===== config.mk =====
export PLATFORM = sky130hd
export DESIGN_NAME = memory_write_coverage_map_flat
export DESIGN_NICKNAME = d
export VERILOG_FILES = /design/src/sv/mwcm_pkg.sv /design/src/sv/mwcm_if.sv /design/src/sv/mwcm_ram.sv /design/src/sv/mwcm_ctrl.sv /design/src/sv/mwcm_dp.sv /design/src/sv/memory_write_coverage_map.sv /design/src/flat_wrapper.sv
export SDC_FILE = /design/constraint.sdc
export NUM_CORES = 1
export LEC_CHECK = 0
export BUFFER_PORTS_ARGS = -buffer_cell sky130_fd_sc_hd__buf_4
export CAP_MARGIN = 5
export CORE_ASPECT_RATIO = 1.1
export CORE_MARGIN = 5
export CORE_UTILIZATION = 35
export DETAILED_ROUTE_END_ITERATION = 10
export GPL_TIMING_DRIVEN = 0
export PLACE_DENSITY_LB_ADDON = 0.25
export SLEW_MARGIN = 25
export SYNTH_ARGS = -nofsm -noshare
export SYNTH_HDL_FRONTEND = slang
export SYNTH_SLANG_ARGS = --single-unit

===== constraint.sdc =====
create_clock -name clk -period 4.3 [get_ports clk]
set_input_delay 0.645 -clock clk [delete_from_list [all_inputs] [get_ports clk]]
set_output_delay 0.645 -clock clk [all_outputs]
set_load 0.05 [all_outputs]

===== src/sv/mwcm_pkg.sv =====
// Shared constants, codes and controller/datapath link types for the coverage map.
package mwcm_pkg;

  localparam int STORE_WORDS_DEF = 128;
  localparam int MAX_RESULTS     = 64;
  localparam int RUN_CNT_W       = $clog2(MAX_RESULTS + 1);

  localparam int ADDR_W    = 16;
  localparam int WORDS_W   = 8;
  localparam int GAP_LEN_W = 8;
  localparam int STATUS_W  = 2;

  localparam int CFG_IDX_W  = 2;
  localparam int CFG_DATA_W = 16;

  localparam logic [CFG_IDX_W-1:0] CFG_WINDOW_START   = 2'd0;
  localparam logic [CFG_IDX_W-1:0] CFG_WINDOW_WORDS   = 2'd1;
  localparam logic [CFG_IDX_W-1:0] CFG_REJECT_REWRITE = 2'd2;

  localparam logic [WORDS_W-1:0] WINDOW_WORDS_RST = 8'd128;

  localparam logic KIND_WRITE  = 1'b0;
  localparam logic KIND_REPORT = 1'b1;

  localparam logic [STATUS_W-1:0] STATUS_OK      = 2'd0;
  localparam logic [STATUS_W-1:0] STATUS_RANGE   = 2'd1;
  localparam logic [STATUS_W-1:0] STATUS_REWRITE = 2'd2;

  // Commands from the controller to the datapath
  typedef struct packed {
    logic                clr_step;
    logic                capture;
    logic                init;
    logic                walk;
    logic                flush;
    logic                resp;
    logic [STATUS_W-1:0] status;
  } cmd_t;

  // Status from the datapath to the controller
  typedef struct packed {
    logic clr_done;
    logic is_report;
    logic range_bad;
    logic rewrite_hit;
    logic run_limit;
    logic walk_done;
    logic out_free;
  } sts_t;

endpackage


===== src/sv/mwcm_if.sv =====
// Valid/ready channel interfaces for input items and result items.
interface mwcm_in_if;
  logic        valid;
  logic        ready;
  logic        kind;
  logic [15:0] addr;
  logic [15:0] length;

  modport source (output valid, output kind, output addr, output length, input ready);
  modport sink   (input valid, input kind, input addr, input length, output ready);
endinterface

interface mwcm_out_if;
  logic        valid;
  logic        ready;
  logic [1:0]  status;
  logic        gap_found;
  logic [15:0] gap_start;
  logic [7:0]  gap_length;
  logic        last;

  modport source (output valid, output status, output gap_found, output gap_start,
                  output gap_length, output last, input ready);
  modport sink   (input valid, input status, input gap_found, input gap_start,
                  input gap_length, input last, output ready);
endinterface


===== src/sv/mwcm_ram.sv =====
// Generic simple dual-port RAM with registered read.
module mwcm_ram #(
  parameter int WIDTH = 1,
  parameter int DEPTH = 128,
  parameter int AW    = (DEPTH > 1) ? $clog2(DEPTH) : 1
) (
  input  logic             clk,
  input  logic             we,
  input  logic [AW-1:0]    waddr,
  input  logic [WIDTH-1:0] wdata,
  input  logic             re,
  input  logic [AW-1:0]    raddr,
  output logic [WIDTH-1:0] rdata
);

  logic [WIDTH-1:0] mem [DEPTH];

  always_ff @(posedge clk) begin
    if (we) begin
      mem[waddr] <= wdata;
    end
    if (re) begin
      rdata <= mem[raddr];
    end
  end

endmodule


===== src/sv/mwcm_ctrl.sv =====
// Controller state machine: clearing pass, item intake, walk sequencing and result push.
module mwcm_ctrl (
  input  logic            clk,
  input  logic            rst_n,
  input  logic            in_valid,
  output logic            in_ready,
  input  mwcm_pkg::sts_t  sts,
  output mwcm_pkg::cmd_t  cmd
);
  import mwcm_pkg::*;

  typedef enum logic [5:0] {
    ST_CLEAR = 6'b000001,
    ST_IDLE  = 6'b000010,
    ST_CHECK = 6'b000100,
    ST_WALK  = 6'b001000,
    ST_FLUSH = 6'b010000,
    ST_RESP  = 6'b100000
  } state_t;

  state_t              state_r, state_nxt;
  logic [STATUS_W-1:0] status_r, status_nxt;

  always_comb begin
    state_nxt  = state_r;
    status_nxt = status_r;
    in_ready   = 1'b0;
    cmd        = '0;
    unique case (state_r)
      ST_CLEAR: begin
        cmd.clr_step = 1'b1;
        if (sts.clr_done) begin
          state_nxt = ST_IDLE;
        end
      end
      ST_IDLE: begin
        in_ready = 1'b1;
        if (in_valid) begin
          cmd.capture = 1'b1;
          state_nxt   = ST_CHECK;
        end
      end
      ST_CHECK: begin
        cmd.init = 1'b1;
        if (!sts.is_report && sts.range_bad) begin
          status_nxt = STATUS_RANGE;
          state_nxt  = ST_RESP;
        end else begin
          state_nxt = ST_WALK;
        end
      end
      ST_WALK: begin
        cmd.walk = 1'b1;
        priority if (sts.rewrite_hit) begin
          status_nxt = STATUS_REWRITE;
          state_nxt  = ST_RESP;
        end else if (sts.run_limit) begin
          state_nxt = ST_FLUSH;
        end else if (sts.walk_done) begin
          if (sts.is_report) begin
            state_nxt = ST_FLUSH;
          end else begin
            status_nxt = STATUS_OK;
            state_nxt  = ST_RESP;
          end
        end
      end
      ST_FLUSH: begin
        cmd.flush = 1'b1;
        if (sts.out_free) begin
          state_nxt = ST_IDLE;
        end
      end
      ST_RESP: begin
        cmd.resp   = 1'b1;
        cmd.status = status_r;
        if (sts.out_free) begin
          state_nxt = ST_IDLE;
        end
      end
      default: begin
        state_nxt = ST_IDLE;
      end
    endcase
  end

  always_ff @(posedge clk) begin
    if (!rst_n) begin
      state_r  <= ST_CLEAR;
      status_r <= STATUS_OK;
    end else begin
      state_r  <= state_nxt;
      status_r <= status_nxt;
    end
  end

endmodule


===== src/sv/mwcm_dp.sv =====
// Datapath: config registers, flag RAM, walk pipeline, run tracking and output register.
module mwcm_dp #(
  parameter int STORE_WORDS = mwcm_pkg::STORE_WORDS_DEF
) (
  input  logic                             clk,
  input  logic                             rst_n,
  input  logic                             cfg_we,
  input  logic [mwcm_pkg::CFG_IDX_W-1:0]   cfg_index,
  input  logic [mwcm_pkg::CFG_DATA_W-1:0]  cfg_data,
  input  logic                             in_kind,
  input  logic [mwcm_pkg::ADDR_W-1:0]      in_addr,
  input  logic [mwcm_pkg::ADDR_W-1:0]      in_length,
  input  mwcm_pkg::cmd_t                   cmd,
  output mwcm_pkg::sts_t                   sts,
  output logic                             out_valid,
  input  logic                             out_ready,
  output logic [mwcm_pkg::STATUS_W-1:0]    out_status,
  output logic                             out_gap_found,
  output logic [mwcm_pkg::ADDR_W-1:0]      out_gap_start,
  output logic [mwcm_pkg::GAP_LEN_W-1:0]   out_gap_length,
  output logic                             out_last
);
  import mwcm_pkg::*;

  localparam int AW = (STORE_WORDS > 1) ? $clog2(STORE_WORDS) : 1;
  localparam int IW = $clog2(STORE_WORDS + 2);

  // Configuration
  logic [ADDR_W-1:0]  ws_r;
  logic [WORDS_W-1:0] ww_r;
  logic               rej_r;

  // Captured item
  logic               kind_r;
  logic [ADDR_W-1:0]  addr_r;
  logic [ADDR_W-1:0]  len_r;

  // Walk pipeline
  logic [IW-1:0]      iss_r;
  logic [IW-1:0]      end_r;
  logic               ev_vld_r;
  logic [IW-1:0]      ev_idx_r;

  // Run tracking
  logic               in_run_r;
  logic [IW-1:0]      run_start_r;
  logic [IW-1:0]      run_len_r;
  logic               pend_vld_r;
  logic [IW-1:0]      pend_start_r;
  logic [IW-1:0]      pend_len_r;
  logic [RUN_CNT_W-1:0] run_cnt_r;

  // Output register
  logic                 out_vld_r;
  logic [STATUS_W-1:0]  o_status_r;
  logic                 o_found_r;
  logic [ADDR_W-1:0]    o_start_r;
  logic [GAP_LEN_W-1:0] o_len_r;
  logic                 o_last_r;

  logic [IW-1:0]      size_w;
  logic [ADDR_W:0]    hi_addr;
  logic [ADDR_W:0]    hi_win;
  logic               range_bad;
  logic [ADDR_W-1:0]  off;
  logic [ADDR_W-1:0]  wr_end;
  logic               rd_flag;
  logic               ev_free;
  logic               ev_rpt;
  logic               ev_wr;
  logic               close;
  logic               out_free;
  logic               stall;
  logic               adv;
  logic               rewrite_hit;
  logic               mark;
  logic               issue;
  logic               push_mid;
  logic               push_fin;
  logic               push_rsp;
  logic [ADDR_W-1:0]    pend_addr;
  logic [GAP_LEN_W-1:0] pend_len_sat;
  logic                 ram_we;
  logic [AW-1:0]        ram_waddr;

  always_comb begin
    size_w = (32'(ww_r) < STORE_WORDS) ? IW'(ww_r) : IW'(STORE_WORDS);

    // Range check without wrap
    hi_addr   = {1'b0, addr_r} + {1'b0, len_r};
    hi_win    = {1'b0, ws_r} + (ADDR_W + 1)'(size_w);
    range_bad = (addr_r < ws_r) || (hi_addr > hi_win);
    off       = addr_r - ws_r;
    wr_end    = off + len_r;

    ev_free     = (ev_idx_r < size_w) && !rd_flag;
    ev_rpt      = cmd.walk && ev_vld_r && (kind_r == KIND_REPORT);
    ev_wr       = cmd.walk && ev_vld_r && (kind_r == KIND_WRITE);
    close       = ev_rpt && !ev_free && in_run_r;
    out_free    = !out_vld_r || out_ready;
    stall       = close && pend_vld_r && !out_free;
    adv         = cmd.walk && !stall;
    rewrite_hit = ev_wr && rd_flag && rej_r;
    mark        = ev_wr && !(rd_flag && rej_r);
    issue       = adv && (iss_r != end_r);

    push_mid = adv && close && pend_vld_r;
    push_fin = cmd.flush && out_free;
    push_rsp = cmd.resp && out_free;

    pend_addr    = ws_r + 16'(pend_start_r);
    pend_len_sat = (32'(pend_len_r) > 255) ? 8'd255 : 8'(pend_len_r);

    ram_we    = cmd.clr_step || mark;
    ram_waddr = cmd.clr_step ? iss_r[AW-1:0] : ev_idx_r[AW-1:0];

    sts.clr_done    = cmd.clr_step && (iss_r == IW'(STORE_WORDS - 1));
    sts.is_report   = (kind_r == KIND_REPORT);
    sts.range_bad   = range_bad;
    sts.rewrite_hit = rewrite_hit;
    sts.run_limit   = adv && close && (run_cnt_r == RUN_CNT_W'(MAX_RESULTS - 1));
    sts.walk_done   = !ev_vld_r && (iss_r == end_r);
    sts.out_free    = out_free;
  end

  mwcm_ram #(
    .WIDTH (1),
    .DEPTH (STORE_WORDS),
    .AW    (AW)
  ) u_flags (
    .clk   (clk),
    .we    (ram_we),
    .waddr (ram_waddr),
    .wdata (!cmd.clr_step),
    .re    (adv),
    .raddr (iss_r[AW-1:0]),
    .rdata (rd_flag)
  );

  always_ff @(posedge clk) begin
    if (!rst_n) begin
      ws_r  <= '0;
      ww_r  <= WINDOW_WORDS_RST;
      rej_r <= 1'b0;
    end else if (cfg_we) begin
      unique case (cfg_index)
        CFG_WINDOW_START:   ws_r  <= cfg_data;
        CFG_WINDOW_WORDS:   ww_r  <= cfg_data[WORDS_W-1:0];
        CFG_REJECT_REWRITE: rej_r <= cfg_data[0];
        default: ;
      endcase
    end
  end

  always_ff @(posedge clk) begin
    if (cmd.capture) begin
      kind_r <= in_kind;
      addr_r <= in_addr;
      len_r  <= in_length;
    end
  end

  // Walk pipeline: issue a read, evaluate it in the following cycle
  always_ff @(posedge clk) begin
    if (!rst_n) begin
      iss_r    <= '0;
      end_r    <= '0;
      ev_vld_r <= 1'b0;
      ev_idx_r <= '0;
    end else if (cmd.clr_step) begin
      iss_r <= iss_r + 1'b1;
    end else if (cmd.init) begin
      ev_vld_r <= 1'b0;
      if (kind_r == KIND_REPORT) begin
        iss_r <= '0;
        end_r <= size_w + 1'b1;
      end else begin
        iss_r <= IW'(off);
        end_r <= IW'(wr_end);
      end
    end else if (adv) begin
      ev_vld_r <= issue;
      if (issue) begin
        ev_idx_r <= iss_r;
        iss_r    <= iss_r + 1'b1;
      end
    end
  end

  // Track the open run and one finished run held back until its successor is known
  always_ff @(posedge clk) begin
    if (!rst_n) begin
      in_run_r     <= 1'b0;
      run_start_r  <= '0;
      run_len_r    <= '0;
      pend_vld_r   <= 1'b0;
      pend_start_r <= '0;
      pend_len_r   <= '0;
      run_cnt_r    <= '0;
    end else if (cmd.init) begin
      in_run_r   <= 1'b0;
      pend_vld_r <= 1'b0;
      run_cnt_r  <= '0;
    end else if (adv && ev_rpt) begin
      if (ev_free) begin
        if (!in_run_r) begin
          in_run_r    <= 1'b1;
          run_start_r <= ev_idx_r;
          run_len_r   <= IW'(1);
        end else begin
          run_len_r <= run_len_r + 1'b1;
        end
      end else if (in_run_r) begin
        in_run_r     <= 1'b0;
        pend_vld_r   <= 1'b1;
        pend_start_r <= run_start_r;
        pend_len_r   <= run_len_r;
        run_cnt_r    <= run_cnt_r + 1'b1;
      end
    end
  end

  always_ff @(posedge clk) begin
    if (!rst_n) begin
      out_vld_r <= 1'b0;
    end else if (push_mid || push_fin || push_rsp) begin
      out_vld_r <= 1'b1;
    end else if (out_ready) begin
      out_vld_r <= 1'b0;
    end
  end

  always_ff @(posedge clk) begin
    if (push_mid) begin
      o_status_r <= STATUS_OK;
      o_found_r  <= 1'b1;
      o_start_r  <= pend_addr;
      o_len_r    <= pend_len_sat;
      o_last_r   <= 1'b0;
    end else if (push_fin) begin
      o_status_r <= STATUS_OK;
      o_found_r  <= pend_vld_r;
      o_start_r  <= pend_vld_r ? pend_addr : '0;
      o_len_r    <= pend_vld_r ? pend_len_sat : '0;
      o_last_r   <= 1'b1;
    end else if (push_rsp) begin
      o_status_r <= cmd.status;
      o_found_r  <= 1'b0;
      o_start_r  <= '0;
      o_len_r    <= '0;
      o_last_r   <= 1'b1;
    end
  end

  assign out_valid      = out_vld_r;
  assign out_status     = o_status_r;
  assign out_gap_found  = o_found_r;
  assign out_gap_start  = o_start_r;
  assign out_gap_length = o_len_r;
  assign out_last       = o_last_r;

`ifndef ASSERT_OFF
  a_one_push: assert property (@(posedge clk) disable iff (!rst_n)
    $onehot0({push_mid, push_fin, push_rsp}))
    else $error("more than one result pushed in a cycle");

  a_run_cnt: assert property (@(posedge clk) disable iff (!rst_n)
    run_cnt_r <= RUN_CNT_W'(MAX_RESULTS))
    else $error("run count beyond result limit");

  a_wr_idx: assert property (@(posedge clk) disable iff (!rst_n)
    ev_wr |-> (ev_idx_r < end_r))
    else $error("write walk evaluates past end of range");

  a_stall_hold: assert property (@(posedge clk) disable iff (!rst_n)
    (stall && !cmd.init) |=> $stable(ev_idx_r) && $stable(pend_start_r))
    else $error("walk pipeline moved during a stall");
`endif

endmodule


===== src/sv/memory_write_coverage_map.sv =====
// Top level of the memory write coverage map: controller and datapath joined by cmd/sts.
// Write item: the result follows a walk over its words (out-of-range: no walk, rewrite stop: walk ends early).
// Report item: walks size words, one word per cycle while the result channel does not stall it,
// size = min(window_words, STORE_WORDS). One item is worked on at a time.
// The flag RAM's single read port and single write port set the one-word-per-cycle walk.
// Reset (rst_n low, synchronous) restores the config registers, then a clearing pass
// zeroes the flags with in_if.ready low; config writes are taken throughout.
module memory_write_coverage_map #(
  parameter int STORE_WORDS = mwcm_pkg::STORE_WORDS_DEF
) (
  input  logic                            clk,
  input  logic                            rst_n,
  input  logic                            cfg_we,
  input  logic [mwcm_pkg::CFG_IDX_W-1:0]  cfg_index,
  input  logic [mwcm_pkg::CFG_DATA_W-1:0] cfg_data,
  mwcm_in_if.sink                         in_if,
  mwcm_out_if.source                      out_if
);
  import mwcm_pkg::*;

  cmd_t cmd;
  sts_t sts;

  // Controller: owns sequencing and the input handshake
  mwcm_ctrl u_ctrl (
    .clk      (clk),
    .rst_n    (rst_n),
    .in_valid (in_if.valid),
    .in_ready (in_if.ready),
    .sts      (sts),
    .cmd      (cmd)
  );

  // Datapath: flag store, walk pipeline, run tracking and the result register
  mwcm_dp #(
    .STORE_WORDS (STORE_WORDS)
  ) u_dp (
    .clk            (clk),
    .rst_n          (rst_n),
    .cfg_we         (cfg_we),
    .cfg_index      (cfg_index),
    .cfg_data       (cfg_data),
    .in_kind        (in_if.kind),
    .in_addr        (in_if.addr),
    .in_length      (in_if.length),
    .cmd            (cmd),
    .sts            (sts),
    .out_valid      (out_if.valid),
    .out_ready      (out_if.ready),
    .out_status     (out_if.status),
    .out_gap_found  (out_if.gap_found),
    .out_gap_start  (out_if.gap_start),
    .out_gap_length (out_if.gap_length),
    .out_last       (out_if.last)
  );

endmodule


===== src/flat_wrapper.sv =====
// flat-port wrapper written by rule: the top's interface ports become plain ports
module memory_write_coverage_map_flat import mwcm_pkg::*;
#(
  parameter int STORE_WORDS = mwcm_pkg::STORE_WORDS_DEF
)
  (clk, rst_n, cfg_we, cfg_index, cfg_data, in_if_valid, in_if_kind, in_if_addr, in_if_length, in_if_ready, out_if_valid, out_if_status, out_if_gap_found, out_if_gap_start, out_if_gap_length, out_if_last, out_if_ready);
  mwcm_in_if in_if_i ();
  mwcm_out_if out_if_i ();
  input  logic clk;
  input  logic rst_n;
  input  logic cfg_we;
  input  logic [mwcm_pkg::CFG_IDX_W-1:0] cfg_index;
  input  logic [mwcm_pkg::CFG_DATA_W-1:0] cfg_data;
  input wire logic [$bits(in_if_i.valid)-1:0] in_if_valid;
  input wire logic [$bits(in_if_i.kind)-1:0] in_if_kind;
  input wire logic [$bits(in_if_i.addr)-1:0] in_if_addr;
  input wire logic [$bits(in_if_i.length)-1:0] in_if_length;
  output wire logic [$bits(in_if_i.ready)-1:0] in_if_ready;
  output wire logic [$bits(out_if_i.valid)-1:0] out_if_valid;
  output wire logic [$bits(out_if_i.status)-1:0] out_if_status;
  output wire logic [$bits(out_if_i.gap_found)-1:0] out_if_gap_found;
  output wire logic [$bits(out_if_i.gap_start)-1:0] out_if_gap_start;
  output wire logic [$bits(out_if_i.gap_length)-1:0] out_if_gap_length;
  output wire logic [$bits(out_if_i.last)-1:0] out_if_last;
  input wire logic [$bits(out_if_i.ready)-1:0] out_if_ready;
  assign in_if_i.valid = in_if_valid;
  assign in_if_i.kind = in_if_kind;
  assign in_if_i.addr = in_if_addr;
  assign in_if_i.length = in_if_length;
  assign in_if_ready = in_if_i.ready;
  assign out_if_valid = out_if_i.valid;
  assign out_if_status = out_if_i.status;
  assign out_if_gap_found = out_if_i.gap_found;
  assign out_if_gap_start = out_if_i.gap_start;
  assign out_if_gap_length = out_if_i.gap_length;
  assign out_if_last = out_if_i.last;
  assign out_if_i.ready = out_if_ready;
  memory_write_coverage_map #(.STORE_WORDS(STORE_WORDS)) u_core (.clk(clk), .rst_n(rst_n), .cfg_we(cfg_we), .cfg_index(cfg_index), .cfg_data(cfg_data), .in_if(in_if_i), .out_if(out_if_i));
endmodule

Word-level counts from Yosys, hierarchy flattened
Memory sizes are Yosys's and may differ from the RTL's. A register that Yosys moved wholly into a read port is not among the register bits.
Cells that the tools add are included.
{"block": "word_totals", "ff_bits": 161, "latch_bits": 0, "ram_bits": 128, "romBits": 0, "inputBits": 56, "out_inout_bits": 30, "elab_cells": 177, "mem_count": 1}
{"name": "u_core.u_dp.u_flags.mem", "depth": 128, "word_bits": 1, "rd": 1, "rd_clocked_by_memory_dff": 1, "wr": 1, "line": "mwcm_ram.sv:16", "rtl": "logic [WIDTH-1:0] mem [DEPTH];"}
{"block": "op_classes", "n_addsub": 9, "mul": 0, "div": 0, "n_lt_le_gt_ge": 4, "eq_ne": 20, "shifts": 0, "n_mux": 51, "bitwise": 6, "n_reduce_logical": 61}
{"op": "two-way mux 8 bit", "count": 12}
{"op": "two-way mux 16 bit", "count": 4}
{"op": "two-way mux 6 bit", "count": 8}
{"op": "case mux 6 bit (5 select lines)", "count": 1}
{"op": "adder 8 x 1 -> 8 bit (second input constant)", "count": 3}
{"op": "logical AND 1 bit", "count": 23}
{"op": "two-way mux 1 bit", "count": 18}
{"op": "adder 16 x 16 -> 17 bit", "count": 1}
{"op": "adder 16 x 8 -> 17 bit", "count": 1}
{"op": "greater-than comparator 17 bit", "count": 1}
{"op": "adder 16 x 8 -> 16 bit", "count": 1}
{"op": "less-than comparator 16 bit", "count": 1}
{"op": "AND reduction 4 bit", "count": 4}
{"op": "AND reduction 2 bit", "count": 6}
{"op": "two-way mux 2 bit", "count": 5}
{"op": "logical NOT 1 bit", "count": 9}
{"op": "nonzero test 3 bit", "count": 3}
{"op": "adder 8 bit", "count": 1}
{"op": "equality test 8 x 7 -> 1 bit (second input constant)", "count": 1}
{"op": "equality test 8 bit", "count": 1}
{"op": "less-than comparator 8 bit", "count": 1}
{"op": "less-than comparator 8 bit (second input constant)", "count": 1}
{"op": "inequality test 8 bit", "count": 1}
{"op": "nonzero test 2 bit", "count": 4}
{"op": "other kinds (25)", "count": 40}

Logic depth before layout (Yosys ltp)
Gate-level depths: netlist of run 1.
{"block": "logic_depth", "ltp_word": 16, "mapped_depth": 20, "ltp_nobuf": 19}

By module
From an unflattened synthesis of run 1, not the netlist that was laid out.
{"block": "hier_totals", "hier_cells": 1453, "area_unflattened_um2": 15513.6}
{"module": "mwcm_dp", "instances": 1, "cells_each": 1002, "area_per_inst_um2": 9277.6, "seq_area_each_um2": 3633.5}
{"module": "mwcm_ram", "instances": 1, "cells_each": 395, "area_per_inst_um2": 5729.2, "seq_area_each_um2": 3873.7}
{"module": "mwcm_ctrl", "instances": 1, "cells_each": 56, "area_per_inst_um2": 506.7, "seq_area_each_um2": 160.2}

Worst setup path after synthesis of run 1
No wires, ideal clock.
{"block": "synth_timing", "path_type": "reg-to-reg", "start": "reg u_core.u_dp.ww_r[7]", "end": "reg u_core.u_ctrl.state_r[5]", "setup_time_ns": 0.076, "t_arrival_ns": 4.060, "required_time_ns": 4.224, "path_slack_ns": 0.165, "stages_incl_launch_ff": 20, "n_path_buf": 1, "synth_period_minus_slack_ns": 4.135, "cell_sequence": "dfxtp_1 -> buf_2 -> nor2b_1 -> ha_1 -> inv_1 -> fa_1 -> nor2b_1 -> nor3_1 -> a2111oi_0 -> o31ai_1 -> a21oi_1 -> or4_1 -> ha_1 -> nand4_1 -> nor3_1 -> o211ai_1 -> a21oi_1 -> o21ai_0 -> a211o_1 -> a21boi_0"}
{"block": "synth_between", "elab_chain_cells": 16}
{"element": "from (decl)", "line": "mwcm_dp.sv:30", "rtl": "logic [WORDS_W-1:0] ww_r;"}
{"element": "from (signal assigned)", "line": "mwcm_dp.sv:148", "rtl": "CFG_WINDOW_WORDS: ww_r <= cfg_data[WORDS_W-1:0];"}
{"element": "less-than comparator 8 bit", "line": "mwcm_dp.sv:87", "rtl": "size_w = (32'(ww_r) < STORE_WORDS) ? IW'(ww_r) : IW'(STORE_WORDS);"}
{"element": "two-way mux 8 bit *", "line": "mwcm_dp.sv:87"}
{"element": "branches (longest 14 deep; another with adder 16 x 8 -> 17 bit)"}
{"element": "to (signal assigned)", "line": "mwcm_ctrl.sv:92", "rtl": "state_r <= state_nxt;"}
{"element": "to (decl)", "line": "mwcm_ctrl.sv:21", "rtl": "state_t state_r, state_nxt;"}
Every way passes the cells marked *.
A chain may end at the register's enable or synchronous reset.

Worst setup path in the final report of run 1
Same ends and word-level chain as after synthesis.

==> results of run 1 <==
==> registers in the layout (all words and copies together) (netlist names), 16 cells and up <==
name,cells
u_core.u_dp.u_flags.mem,128
u_core.u_dp.addr_r,16
u_core.u_dp.len_r,16
u_core.u_dp.out_gap_start,16
u_core.u_dp.ws_r,16
==> cell usage after synthesis, drive strengths merged (5+ instances only) <==
master  instances
and2           13
nor3b           6
nor2          203
nand3b         12
edfxtp        186
o211a          10
and4            5
buf            13
a31oi           7
a21boi         40
nand3          38
nand2         147
inv            50
ha             79
nor3           19
dfxtp         104
and3            8
nor4           10
o21bai         10
o211ai          8
a21oi          54
nand4           8
a211oi          9
or3            13
o21a            6
mux2i          23
a21o           16
clkbuf         41
nor2b          28
o21ai          51
xor2           27
fa              5
xnor2          51
mux4           40
nand2b          7
o31ai           9
==> stage by stage <==
step	util [%]	instance area [um^2]	setup WS (ns)	instances
global placement	38.33	16540	-1.537	2057
global route	41.70	17990	-0.2692	2129
detailed placement	38.47	16600	-1.114	2059
finish	41.70	17990	-0.07934	2129
floorplan	-	15190	0.1647	1399
CTS	41.33	17830	0.003633	2123
==> cell families (layout without fill, tap and decap cells) <==
logic type,count (synthesis),after routing
muxes,63,63
AOI/OAI and AO/OA,249,249
adders and majority gates,87,87
and+or+nand+nor,527,527
DFF,290,290
xor gates and xnor gates,79,79
buffers and inverters,104,260
==> power by group through the flow <==
stage	clock (mW)	sequential, mW	combinational [mW]
floorplan	0	3.20	0.806
global placement	0	3.23	1.18
detailed placement	0	3.20	1.22
CTS	2.96	3.14	1.23
global route	3.08	3.15	1.33
finish	2.88	3.14	1.22
==> cell type report <==
type                    instances  area, um^2
repair buffers                 96       757.0
flip-flops and latches        290        7671
well taps                     574       718.2
clock inverters                13       137.6
multi-input cells            1005        7316
plain buffers                  54       227.7
fillers                      4148       25150
inverters                      50       187.7
clock buffers                  47       974.7
==> worst max-delay path by stage <==
stage	start	cells past startpoint	slack [ns]	endpoint
floorplan	u_core.u_dp.ww_r[7]	19	0.16	u_core.u_ctrl.state_r[5]
global placement	u_core.u_ctrl.state_r[4]	6	-1.54	u_core.u_dp.u_flags.mem[99]
detailed placement	u_core.u_dp.ww_r[7]	19	-1.11	u_core.u_ctrl.state_r[5]
CTS	u_core.u_dp.ww_r[7]	22	0.004	u_core.u_ctrl.status_r[1]
global route	u_core.u_dp.ww_r[7]	19	-0.27	u_core.u_ctrl.state_r[5]
finish	u_core.u_dp.ww_r[7]	20	-0.08	u_core.u_ctrl.state_r[5]
==> metal layers <==
layer | global-route usage (%) | share of wire [%] | vias up
li1 | - | - | 5344
met1 | 20.44 | 44 | 5289
met2 | 28.08 | 50 | 215
met3 | 3.102 | 4.5 | 51
met4 | 3.998 | 2.1 | 0
met5 | 0 | 0 | -
==> repair_timing <==
item	in CTS	in global routing
setup buffers	4	6
gates resized for setup	23	24
endpoints found under the setup margin	4	4
pin swaps	12	8
==> impl_results.md, run 1 <==
- Status: finished, violations left
- Failing checks: negative setup slack
- Min-delay worst type: primary input to register
- Fin Hold WS: 0.2832 ns
- WP data arrival: 4.86 ns
- Initial antenna violation count: 0
- Clk network pwr share: 39.7%
- RSZ-0062 raised after global routing: yes
- Synth Area in Simple Gates: 16.23%
- Number of global-route vias before repair: 11040
- Slowest CP cell: or4_4
- Critical Path End Type: register
- Total Routing Usage GR: 16.02%
- Residual DRC: 0
- Final HPWL DP: 28200 um
- Setup TNS: -0.07934 ns
- TritonCTS clock tree: yes
- Slew margin rel.: 35.03%
- Most common cell after layout, fill and taps aside: nor2_1
- Root Driver: clkbuf_16
- Layout net count: 1672
- Hold path depth: 1
- Synth Area in Compound Gates: 11.16%
- Post-Synth Adder-Cell Area: 7.365%
- Peak supply drop: 0.0003138 V
- HP Start: in_if_length[8]
- Site Rows: 80
- Number of flops mapped to enable cells by yosys: 186
- Area growth syn-to-layout: 18.44%
- Lkg Pwr: 6.455 nW
- Clk_lat worst skew: 0.55 ns
- Fmax: 228.3 MHz
- Avg Vias per Cell: 5.119
- R2R depth: 20
- Total power: 7.246 mW
- Quantity of hold-fixing buffers added after cts: 0
- Iteration count of the initial detailed-routing pass: 5
- Final ANT Viol Nets: 0
- Worst r2r dst: u_core.u_ctrl.state_r[5]
- Antenna Cells: 0
- Internal power: 5.280 mW
- Global route total overflow: 0
- Synthesized area: 0.01519 mm^2
- Final setup vio count: 1
- CTS Buf Count: 35
- Yosys top cell area share: 36.77%
- Largest family of logic cells by synthesized area: simple AND/OR/NAND/NOR gates
- Die height: 228.5 um
- Setup WS post-layout: -0.07934 ns
- Switching power: 1.966 mW
- First-pass GRT wire length: 61450 um
- Clock Skew: 0.03292 ns
- Flop2flop setup slack: -0.08 ns
- Cell taking the most area after synthesis: edfxtp_1
- Crit start category: register
- RD Place Congestion: 0.8494
- Largest net degree at the start of global routing: 78
- Sw frac: 27.13%
- # IOs: 86
- Top_reg_cell synth: edfxtp_1
- H-tree depth: 2
- Worst Hold End: u_core.u_dp.len_r[8]
- YS warnings: 0
- Synth top area cells: edfxtp_1 37%, dfxtp_1 14%, ha_1 6.5%
- Cell count after synthesis: 1399
- Final Max Tran Viols: 0
- Async set-reset flop share out of synthesis: 0%
- Die outline area: 0.04767 mm^2
- WS Path Type: register to register
- Tcrit/Tclk final: 101.8%
- Clock sinks: 290
- Maximum root-to-sink buffer count: 3
- Via count: 10900
- Clock transition at path regs: 0.06 ns
- WL final: 38920 um
- P per Cell Area: 402.8 mW/mm^2
- Fin. Hold Viols: 0
- Crit path buf inv count: 3
- Synthesized net count: 1539
- Drt wl/cell: 18.28 um
- Initial core utilization: 35.21%
- Worst slew pin tran: 0.9745 ns
- Crit path cell chain: buf_6 > nor2b_4 > ha_2 > inv_2 > fa_2 > nand2b_4 > a21oi_4 > a2111oi_4 > o31ai_2 > a21oi_2 > or4_4 > ha_4 > nand4_1 > a211oi_2 > a2111oi_4 > a21oi_2 > buf_6 > o21ai_4 > a211o_1 > a21boi_1
- Register share of total power: 43.4%
- Average instance area after synthesis: 10.86 um^2
- # Max-Cap Violations: 0
- Die extent in x: 208.6 um
- Synth Area in XOR/XNOR: 4.646%
- Initial DRC Count: 606
- Minimum clock period: 4.379 ns
- Crit-path leading delay family: compound AO/OA/AOI/OAI gates
- Worst reg2reg path startpoint: u_core.u_dp.ww_r[7]
- Worst-path fanout max: 5
- Sequential element share of the synthesized area: 50.48%
- Logic pwr share: 16.9%
- Fraction of layout cells with a size suffix above 1: 15.95%
- Yosys reg bits: 290
- Commonest cells after routing, fill and taps aside: 202 x nor2_1, 186 x edfxtp_1, 147 x nand2_1
- Crit-path max cell delay: 0.51 ns
- Required time worst endpoint: 4.78 ns
- Port Buf Inserts: 84
- Number of unique standard cell types used by synthesis: 77
- Core footprint: 0.04314 mm^2
- Mux cell area share after synthesis: 7.447%
(Power assumes the default switching activity.)
==> run 2: changes to the inputs <==
==> constraint.sdc (replaced) <==
create_clock -name clk -period 5.4 [get_ports clk]
set_input_delay 0.81 -clock clk [delete_from_list [all_inputs] [get_ports clk]]
set_output_delay 0.81 -clock clk [all_outputs]
set_load 0.05 [all_outputs]
==> impl_results.md, run 2 (synthesis gave the netlist of run 1 again) <==
- P per Cell Area: 325.1 mW/mm^2
- Initial DRC Count: 569
- Quantity of hold-fixing buffers added after cts: 0
- H-tree depth: 2
- RD Place Congestion: 0.8494
- Final HPWL DP: 28200 um
- Layout net count: 1662
- Root Driver: clkbuf_16
- Commonest cells after routing, fill and taps aside: 202 x nor2_1, 186 x edfxtp_1, 147 x nand2_1
- Status: finished, final reports clean
- Largest net degree at the start of global routing: 78
- Clk_lat worst skew: 0.55 ns
- Max reg flops: 128
- WL final: 38450 um
- Hold path depth: 1
- Critical Path End Type: register
- Setup WS post-layout: 0.4826 ns
- Worst r2r dst: u_core.u_ctrl.state_r[3]
- Total power: 5.763 mW
- Lkg Pwr: 6.334 nW
- Most common cell after layout, fill and taps aside: nor2_1
- Final ANT Viol Nets: 0
- Die height: 228.5 um
- WS Path Type: register to register
- Area growth syn-to-layout: 16.72%
- Crit start category: register
- WP data arrival: 5.33 ns
- Crit path cell chain: buf_2 > nor2b_1 > ha_1 > inv_1 > fa_1 > nor2b_1 > nor3_1 > a2111oi_0 > o31ai_1 > a21oi_1 > or4_1 > ha_1 > nand4_1 > nor3_1 > o211ai_1 > a21oi_2 > nor2_1 > o21ai_0 > a21boi_0
- Peak supply drop: 0.0002498 V
- HP Start: in_if_length[8]
- Flop2flop setup slack: 0.48 ns
- Crit path to: u_core.u_ctrl.state_r[3]
- RSZ-0062 raised after global routing: no
- Crit-path max cell delay: 0.52 ns
- First-pass GRT wire length: 61200 um
- Clock sinks: 290
- Core footprint: 0.04314 mm^2
- Drt wl/cell: 18.15 um
- Avg Vias per Cell: 5.115
- Slew margin rel.: 36.04%
- # Max-Cap Violations: 0
- Min-delay worst type: primary input to register
- Initial core utilization: 35.21%
- Setup TNS: 0 ns
- Via count: 10840
- Total Routing Usage GR: 15.94%
- Required time worst endpoint: 5.82 ns
- Initial antenna violation count: 0
- Crit-path leading delay family: simple AND/OR/NAND/NOR gates
- Worst Setup SP: u_core.u_dp.ww_r[7]
- Crit path buf inv count: 2
- Clock Skew: 0.03033 ns
- TritonCTS clock tree: yes
- Slowest CP cell: or4_1
- # IOs: 86
- Fin. Hold Viols: 0
- Fin Hold WS: 0.4486 ns
- Site Rows: 80
- Worst-path fanout max: 10
- Worst slew pin tran: 0.9594 ns
- Die outline area: 0.04767 mm^2
- Final setup vio count: 0
- Die extent in x: 208.6 um
- R2R depth: 19
- Residual DRC: 0
- Placed instance count: 2059
- Non-Filler Instances: 2119
- Iteration count of the initial detailed-routing pass: 7
- Clock transition at path regs: 0.06 ns
- DP Worst Slack: -0.01414 ns
- Fmax: 203.4 MHz
- Worst reg2reg path startpoint: u_core.u_dp.ww_r[7]
- Global route total overflow: 0
- Final Max Tran Viols: 0
- Maximum root-to-sink buffer count: 3
- CP Depth: 19
- Port Buf Inserts: 84
- CTS Buf Count: 35
- Minimum clock period: 4.917 ns
- Number of global-route vias before repair: 10990
- Largest Register: u_core.u_dp.u_flags.mem
- Fraction of layout cells with a size suffix above 1: 13.66%
- Antenna Cells: 0
- Tcrit/Tclk final: 91.06%
## run 2: cell types whose count changed in the layout (fill, tap and decap cells not counted), moves of 2 or more
cell | previous run | this run
a2111oi_4 | 2 | 0
a21boi_0 | 37 | 39
a21boi_1 | 3 | 1
a21oi_1 | 46 | 52
a21oi_2 | 7 | 2
buf_4 | 94 | 85
buf_6 | 2 | 0
dfxtp_1 | 101 | 104
dfxtp_2 | 3 | 0
ha_1 | 77 | 79
nor2b_1 | 25 | 28
nor2b_4 | 2 | 0
nor3_1 | 16 | 18
o31ai_1 | 7 | 9
## run 2: worst min path at each step
stage	end
2_1_floorplan	u_core.u_dp.pend_len_r[0]
3_3_place_gp	u_core.u_dp.pend_len_r[2]
3_5_place_dp	u_core.u_dp.pend_len_r[6]
4_1_cts	u_core.u_dp.len_r[8]
5_1_grt	u_core.u_dp.addr_r[7]
6_report	u_core.u_dp.len_r[8]
## run 2: per-stage QoR
stage / util [%] / cell area (um^2)
floorplan: - / 15190
global placement: 38.33 / 16540
detailed placement: 38.47 / 16600
finish: 41.09 / 17730
global route: 41.09 / 17730
CTS: 41.05 / 17710
## run 2: cell type report
class | instances | area, um^2
fillers | 4167 | 25410
flip-flops and latches | 290 | 7667
multi-input cells | 1005 | 7143
clock buffers | 47 | 974.7
well taps | 574 | 718.2
repair buffers | 86 | 678.2
plain buffers | 54 | 221.5
inverters | 50 | 187.7
clock inverters | 13 | 137.6
## run 2: what timing repair did
item                                    in CTS  in global routing
setup buffers                                0                  0
resized for setup                            1                  4
hold endpoints to repair                     0                  0
endpoints found under the setup margin       2                  4
## run 2: power breakdown
group	switching, mW	total [mW]	internal (mW)
sequential	0.0320	2.50	2.47
clock	0.930	2.29	1.36
combinational	0.601	0.967	0.366
total	1.56	5.76	4.20
## run 2: per-layer routing
layer  global-route usage, %  share of wire [%]  vias up
met5                       0                  0        -
met4                   3.957                2.0        0
met3                   3.102                5.2       48
met2                   27.89                 50      253
met1                   20.40                 43     5217
li1                        -                  -     5321
